**config.mk**
```make
export PLATFORM = sky130hd
export DESIGN_NAME = record_index_insertion_sort_top_flat
export DESIGN_NICKNAME = d
export VERILOG_FILES = /design/src/rtl/core/risort_pkg.sv /design/src/rtl/core/risort_if.sv /design/src/rtl/core/record_index_insertion_sort_top.sv /design/src/rtl/core/risort_cell.sv /design/src/flat_wrapper.sv
export SDC_FILE = /design/constraint.sdc
export NUM_CORES = 1
export LEC_CHECK = 0
export BUFFER_PORTS_ARGS = -buffer_cell sky130_fd_sc_hd__buf_2
export CORE_UTILIZATION = 50
export DETAILED_ROUTE_END_ITERATION = 8
export GPL_TIMING_DRIVEN = 0
export PLACE_DENSITY = 0.67
export REMOVE_ABC_BUFFERS = 1
export SYNTH_ARGS = -nofsm -noshare
export SYNTH_HDL_FRONTEND = slang
export SYNTH_SLANG_ARGS = --single-unit
```
**constraint.sdc**
```tcl
create_clock -name clk -period 11.4 [get_ports clk]
set_input_delay 0.57 -clock clk [delete_from_list [all_inputs] [get_ports clk]]
set_output_delay 0.57 -clock clk [all_outputs]
set_load 0.02 [all_outputs]
```
**src/rtl/core/risort_pkg.sv**
```systemverilog
// Package for the record insertion sorter.
// Holds depth, field widths and the record and control structs shared by
// the interfaces, the sort cell and the top level. No dependencies.
package risort_pkg;

  localparam int MAX_RECORDS = 8;
  localparam int CNT_W       = $clog2(MAX_RECORDS);
  localparam int KEY_W       = 16;
  localparam int SID_W       = 16;
  localparam int GRD_W       = 16;
  localparam int IDX_W       = 3;

  // One stored record with its occupancy flag
  typedef struct packed {
    logic             valid;
    logic [KEY_W-1:0] key;
    logic [SID_W-1:0] sid;
    logic [GRD_W-1:0] grd;
    logic [IDX_W-1:0] idx;
  } rec_t;

  // Chain-wide control: insert a new record, or shift toward the head
  typedef struct packed {
    logic ins;
    logic shift;
  } ctrl_t;

endpackage

```
**src/rtl/core/risort_if.sv**
```systemverilog
// Valid/ready channel interfaces for the record insertion sorter.
// Depends on risort_pkg for field widths.
interface risort_in_if;
  logic                        valid;
  logic                        ready;
  logic [risort_pkg::KEY_W-1:0] sort_key;
  logic [risort_pkg::SID_W-1:0] school_id;
  logic [risort_pkg::GRD_W-1:0] graduates;
  logic                        last_record;

  modport source (output valid, sort_key, school_id, graduates, last_record,
                  input ready);
  modport sink   (input valid, sort_key, school_id, graduates, last_record,
                  output ready);
endinterface

interface risort_out_if;
  logic                        valid;
  logic                        ready;
  logic [risort_pkg::IDX_W-1:0] original_index;
  logic [risort_pkg::KEY_W-1:0] out_key;
  logic [risort_pkg::SID_W-1:0] out_school_id;
  logic [risort_pkg::GRD_W-1:0] out_graduates;
  logic                        final_result;

  modport source (output valid, original_index, out_key, out_school_id,
                  out_graduates, final_result, input ready);
  modport sink   (input valid, original_index, out_key, out_school_id,
                  out_graduates, final_result, output ready);
endinterface

```
**src/rtl/core/record_index_insertion_sort_top.sv**
```systemverilog
// Top level of the record insertion sorter: a chain of risort_cell slots,
// the fill counter and the drain control. Depends on risort_pkg, risort_if.
//
//  channel  | dir | payload
//  ---------+-----+---------------------------------------------------------
//  rec_in   | in  | sort_key, school_id, graduates, last_record
//  rec_out  | out | original_index, out_key, out_school_id, out_graduates,
//           |     | final_result
//
// When a record is inserted, every cell compares in parallel and the
// chain shifts by one slot below the insertion point.
// Closing a set (last flag or full chain) starts a drain: one result per
// cycle from the head cell while rec_out is ready; rec_in is held off
// meanwhile. A stall on rec_out freezes the chain. Reset clears occupancy,
// fill count and drain state; no clearing pass is needed.
module record_index_insertion_sort_top (
  input logic          clk,
  input logic          rst,
  risort_in_if.sink    rec_in,
  risort_out_if.source rec_out
);
  import risort_pkg::*;

  rec_t                   cells     [MAX_RECORDS];
  logic [MAX_RECORDS-1:0] takes;
  logic [MAX_RECORDS-1:0] vld;
  rec_t                   new_rec;
  rec_t                   empty_rec;
  ctrl_t                  ctrl;
  logic [CNT_W-1:0]       fill_count;
  logic                   drain;
  logic                   in_fire;
  logic                   out_fire;
  logic                   closes;

  // Incoming record, tagged with its arrival position
  always_comb begin
    new_rec.valid = 1'b1;
    new_rec.key   = rec_in.sort_key;
    new_rec.sid   = rec_in.school_id;
    new_rec.grd   = rec_in.graduates;
    new_rec.idx   = IDX_W'(fill_count);
    empty_rec       = new_rec;
    empty_rec.valid = 1'b0;
  end

  assign rec_in.ready = !drain;
  assign in_fire      = rec_in.valid && rec_in.ready;
  assign out_fire     = rec_out.valid && rec_out.ready;
  assign closes       = rec_in.last_record || (fill_count == CNT_W'(MAX_RECORDS - 1));
  assign ctrl.ins     = in_fire;
  assign ctrl.shift   = drain && rec_out.ready;

  // Sorting chain
  for (genvar i = 0; i < MAX_RECORDS; i++) begin : g_cell
    rec_t p_rec;
    rec_t n_rec;
    logic p_take;
    if (i == 0) begin : g_head
      assign p_rec  = new_rec;
      assign p_take = 1'b0;
    end else begin : g_body
      assign p_rec  = cells[i-1];
      assign p_take = takes[i-1];
    end
    if (i == MAX_RECORDS - 1) begin : g_tail
      assign n_rec = empty_rec;
    end else begin : g_mid
      assign n_rec = cells[i+1];
    end
    risort_cell u_cell (
      .clk       (clk),
      .rst       (rst),
      .ctrl      (ctrl),
      .new_rec   (new_rec),
      .prev_rec  (p_rec),
      .prev_take (p_take),
      .next_rec  (n_rec),
      .rec       (cells[i]),
      .take      (takes[i])
    );
    assign vld[i] = cells[i].valid;
  end

  // Results come straight from the head cell
  assign rec_out.valid          = drain && cells[0].valid;
  assign rec_out.original_index = cells[0].idx;
  assign rec_out.out_key        = cells[0].key;
  assign rec_out.out_school_id  = cells[0].sid;
  assign rec_out.out_graduates  = cells[0].grd;
  assign rec_out.final_result   = !cells[1].valid;

  // Fill count and drain control
  always_ff @(posedge clk) begin
    if (rst) begin
      fill_count <= '0;
      drain      <= 1'b0;
    end else begin
      if (in_fire) begin
        if (closes) begin
          fill_count <= '0;
          drain      <= 1'b1;
        end else begin
          fill_count <= fill_count + 1'b1;
        end
      end
      if (out_fire && rec_out.final_result) begin
        drain <= 1'b0;
      end
    end
  end

`ifndef ASSERT_OFF
  // No intake while results are pending
  a_no_overlap: assert property (@(posedge clk) disable iff (rst)
    !(rec_in.ready && rec_out.valid))
    else $error("intake open while results pending");

  // Occupied slots form a prefix of the chain
  a_prefix: assert property (@(posedge clk) disable iff (rst)
    (~vld[MAX_RECORDS-2:0] & vld[MAX_RECORDS-1:1]) == '0)
    else $error("gap in occupied slots");

  // While filling, occupancy matches the fill count
  a_count: assert property (@(posedge clk) disable iff (rst)
    !drain |-> ($countones(vld) == int'(fill_count)))
    else $error("fill count out of step with chain");

  // Last result of a set reopens intake with an empty chain
  a_reopen: assert property (@(posedge clk) disable iff (rst)
    out_fire && rec_out.final_result |=> rec_in.ready && !vld[0])
    else $error("chain not empty after final result");
`endif

endmodule

```
**src/rtl/core/risort_cell.sv**
```systemverilog
// One slot of the sorting chain: holds a record, compares it with the
// incoming one, and trades records with its neighbors. Depends on risort_pkg.
module risort_cell (
  input  logic              clk,
  input  logic              rst,
  input  risort_pkg::ctrl_t ctrl,
  input  risort_pkg::rec_t  new_rec,
  input  risort_pkg::rec_t  prev_rec,
  input  logic              prev_take,
  input  risort_pkg::rec_t  next_rec,
  output risort_pkg::rec_t  rec,
  output logic              take
);
  import risort_pkg::*;

  rec_t rec_next;

  // New record belongs here or earlier: empty slot or key not above ours
  assign take = ctrl.ins && (!rec.valid || (new_rec.key <= rec.key));

  // Upstream cell took the record: move ours down; first taker stores it
  always_comb begin
    rec_next = rec;
    if (ctrl.ins) begin
      if (prev_take) begin
        rec_next = prev_rec;
      end else if (take) begin
        rec_next = new_rec;
      end
    end else if (ctrl.shift) begin
      rec_next = next_rec;
    end
  end

  // Occupancy resets; payload does not
  always_ff @(posedge clk) begin
    if (rst) begin
      rec.valid <= 1'b0;
    end else begin
      rec <= rec_next;
    end
  end

endmodule

```
**src/flat_wrapper.sv**
```systemverilog
// flat-port wrapper written by rule: the top's interface ports become plain ports
module record_index_insertion_sort_top_flat import risort_pkg::*;
  (clk, rst, rec_in_valid, rec_in_sort_key, rec_in_school_id, rec_in_graduates, rec_in_last_record, rec_in_ready, rec_out_valid, rec_out_original_index, rec_out_out_key, rec_out_out_school_id, rec_out_out_graduates, rec_out_final_result, rec_out_ready);
  risort_in_if rec_in_i ();
  risort_out_if rec_out_i ();
  input logic clk;
  input logic rst;
  input wire logic [$bits(rec_in_i.valid)-1:0] rec_in_valid;
  input wire logic [$bits(rec_in_i.sort_key)-1:0] rec_in_sort_key;
  input wire logic [$bits(rec_in_i.school_id)-1:0] rec_in_school_id;
  input wire logic [$bits(rec_in_i.graduates)-1:0] rec_in_graduates;
  input wire logic [$bits(rec_in_i.last_record)-1:0] rec_in_last_record;
  output wire logic [$bits(rec_in_i.ready)-1:0] rec_in_ready;
  output wire logic [$bits(rec_out_i.valid)-1:0] rec_out_valid;
  output wire logic [$bits(rec_out_i.original_index)-1:0] rec_out_original_index;
  output wire logic [$bits(rec_out_i.out_key)-1:0] rec_out_out_key;
  output wire logic [$bits(rec_out_i.out_school_id)-1:0] rec_out_out_school_id;
  output wire logic [$bits(rec_out_i.out_graduates)-1:0] rec_out_out_graduates;
  output wire logic [$bits(rec_out_i.final_result)-1:0] rec_out_final_result;
  input wire logic [$bits(rec_out_i.ready)-1:0] rec_out_ready;
  assign rec_in_i.valid = rec_in_valid;
  assign rec_in_i.sort_key = rec_in_sort_key;
  assign rec_in_i.school_id = rec_in_school_id;
  assign rec_in_i.graduates = rec_in_graduates;
  assign rec_in_i.last_record = rec_in_last_record;
  assign rec_in_ready = rec_in_i.ready;
  assign rec_out_valid = rec_out_i.valid;
  assign rec_out_original_index = rec_out_i.original_index;
  assign rec_out_out_key = rec_out_i.out_key;
  assign rec_out_out_school_id = rec_out_i.out_school_id;
  assign rec_out_out_graduates = rec_out_i.out_graduates;
  assign rec_out_final_result = rec_out_i.final_result;
  assign rec_out_i.ready = rec_out_ready;
  record_index_insertion_sort_top u_core (.clk(clk), .rst(rst), .rec_in(rec_in_i), .rec_out(rec_out_i));
endmodule
```
==> flow_metrics.py <==
metrics = {
    "run_status": {
        "outcome": "finished clean",
    },
    "timing": {
        "rsz0062_at_grt": "no",
        "fin_skew_ns": 0.0285,
        "fin_crit_ns": 4.58,
        "tns_ns": 0,
        "final-hold-violation-count": 0,
        "worstMarginPinSlew_ns": 1.20,
        "fin_crit_sh": 0.401,
        "max_freq_ghz": 0.219,
        "drv_slew": 0,
        "maxSlewHeadroom": 0.192,
        "setup_viol": 0,
    },
    "floorplanning": {
        "start_util": 0.510,
        "num_rows": 81,
        "die_h_um": 226,
        "core_sq_um": 49400,
        "die_w_um": 226,
        "ios": 107,
        "die_area_sq_um": 51300,
    },
    "grt": {
        "grt_max_degree": 89,
        "grt_usage": 0.302,
        "grt_first_pass_wirelength_um": 121000,
        "antenna_found_initial": 0,
        "overflow": 0,
        "grt_pass1_vias": 21400,
    },
    "power": {
        "peakVddDrop_mv": 0.111,
        "p_per_area_nw_per_um2": 148,
        "leakage_nw": 10.7,
        "power.total_mw": 4.21,
    },
    "cts": {
        "htreeDepth": 2,
        "cts_tree": "yes",
        "clock_latency_ns": 0.59,
        "clock_path_buffers": 3,
        "postCtsSetupRepairBufs": 0,
        "cts_resized": 0,
        "cts_root_buffer": "clkbuf_16",
        "hold_buffers": 0,
        "numCtsBuffers": 46,
        "clkTransAtPathRegs_ns": 0.06,
        "clock_sinks": 420,
    },
    "placed_design": {
        "numPortBuffers": 106,
        "dp_hpwl_um": 52400,
        "routabilityCongestion": 0.828,
    },
    "cells_and_area": {
        "syn_to_final_growth_pct": 12.7,
        "nets": 2762,
        "seq_area_sq_um": 12500,
        "fillCellCount": 4199,
        "drive_gt1_frac": 0.111,
        "multi_input_area_sq_um": 11100,
        "diodes": 0,
    },
    "synth": {
        "yosysTopAreaCell": "edfxtp_1",
        "syn-cell-area_sq_um": 25200,
        "yosys_most_used_dff": "edfxtp_1",
        "synth_async_sr_flop_share": 0,
        "synth_area_leaders": "edfxtp_1, a31oi_1, ha_1",
        "synthCells": 2621,
        "ys_seq_area_frac": 0.496,
        "synth_edf_count": 408,
        "synth.most_common_cell": "edfxtp_1",
        "synth_cell_types": 50,
        "ys_top_cells_by_count": "edfxtp_1, o21ai_0, a31oi_1",
        "synth_top_area_frac": 0.486,
        "syn_avg_cell_area_sq_um": 9.61,
        "synth.yosys.warnings": 0,
        "synth_seq_cells": 420,
    },
    "critical_path": {
        "arrival_ns": 4.86,
        "start_kind": "flip-flop",
        "worstPathRequired_ns": 11.68,
        "criticalPathCategory": "reg -> reg",
        "worstPathMaxFanout": 32,
        "endpoint_kind": "flip-flop",
    },
    "flow_run": {
        "drv_cap": 0,
    },
    "routing": {
        "wl_um": 78600,
        "firstDrtPassIters": 6,
        "drt_iter0_drc": 2735,
        "vias": 22100,
        "ant_nets": 0,
        "wire_per_inst_um": 24.0,
        "via_per_inst": 6.76,
        "drcViolationCount": 0,
    },
    "min_path": {
        "worstHoldPathType": "in -> reg",
    },
}
-- sequential cells by signal, summed over array words and instances, names as in the netlist --
register	cells
u_core.fill_count	3
u_core.g_cell.u_cell.rec	416
u_core.drain	1
-- per-layer routing --
layer,track usage,wire (um),vias to the layer above
met5,0,0,-
met4,0.140,3210,0
met3,0.0438,6990,208
met2,0.499,37500,1306
met1,0.392,31000,10800
li1,-,-,9797
-- worst max-delay path, stage by stage (launching register included) --
cell and delay, ns:
edfxtp_1 0.35, inv_1 0.07, ha_1 0.29, nand4_1 0.24, nor4_1 1.07, nand2_1 0.15
nand2_2 0.46, buf_12 0.27, nor2_1 0.14, a31oi_4 0.69, buf_12 0.28, buf_12 0.21
-- power breakdown --
part / switching [mW] / leakage (nW) / total, mW / internal, mW
Combinational: 0.602 / 6.11 / 0.904 / 0.302
Sequential: 0.0562 / 3.89 / 1.90 / 1.85
Clock: 0.649 / 0.658 / 1.41 / 0.759
Total: 1.31 / 10.7 / 4.21 / 2.91
-- cell families (layout without fill, tap and decap cells) --
logic type / count (synthesis) / after routing / synth area share
AO/OA/AOI/OAI: 1021 / 1021 / 0.239
AND/OR/NAND/NOR: 583 / 583 / 0.105
flip-flops: 420 / 420 / 0.496
buffers and inverters: 411 / 402 / 0.0701
adder cells (fa/ha/maj): 130 / 130 / 0.0646
multiplexers: 56 / 56 / 0.0248
-- final timing paths --
check                           cells after the start  slack [ns]                             from                              end
worst min-delay path                                2        0.34                              rst             u_core.fill_count[1]
worst max register to register                     11        6.82  u_core.g_cell[1].u_cell.rec[48]  u_core.g_cell[1].u_cell.rec[34]
worst max-delay path                               11        6.82  u_core.g_cell[1].u_cell.rec[48]  u_core.g_cell[1].u_cell.rec[34]
worst min register to register                      2        0.55  u_core.g_cell[1].u_cell.rec[32]  u_core.g_cell[0].u_cell.rec[32]
-- cell type report --
type | instances | area share
multi-input cells | 1790 | 0.392
well taps | 664 | 0.0293
repair buffers | 195 | 0.0738
clock inverters | 25 | 0.00463
flip-flops and latches | 420 | 0.440
clock buffers | 56 | 0.0430
inverters | 126 | 0.0167
-- cells in the final DEF, fill, tap and decap left out, types with 5 or more instances in the layout --
master	synthesis	layout
edfxtp_1	408	408
o21ai_0	284	284
a21oi_1	274	272
a31oi_1	277	272
nor2_1	216	215
nand2_1	163	157
ha_1	130	130
inv_1	126	126
buf_2	22	106
a22oi_1	77	77
nand4_1	70	70
nand3_1	54	54
a211o_1	51	51
mux2_1	50	50
clkbuf_16	0	47
and3_1	37	37
buf_12	0	35
buf_6	0	23
a21o_1	18	18
buf_16	0	17
dfxtp_1	12	12
clkinv_2	0	10
buf_4	52	10
nor2b_1	10	9
clkinv_1	0	9
clkbuf_1	206	8
o211ai_1	7	7
and4_1	7	7
a211oi_1	6	6
or3_1	5	5
nand2b_1	5	5
o211a_2	0	5
nand2_2	0	5
a31oi_4	0	5
mux2i_1	5	5
-- stage by stage --
stage	hold slack (ns)	utilization	cells	cell area, sq um	worst slack [ns]
floorplan	0.475	-	2336	23900	-1.70
global route	0.346	0.575	3276	28400	6.68
finish	0.339	0.575	3276	28400	6.82
detailed placement	0.526	0.547	3195	27000	6.43
CTS	0.310	0.575	3276	28400	6.87
global placement	0.526	0.512	3106	25300	-8.53
No activity file was read; power rests on OpenSTA's default activity.
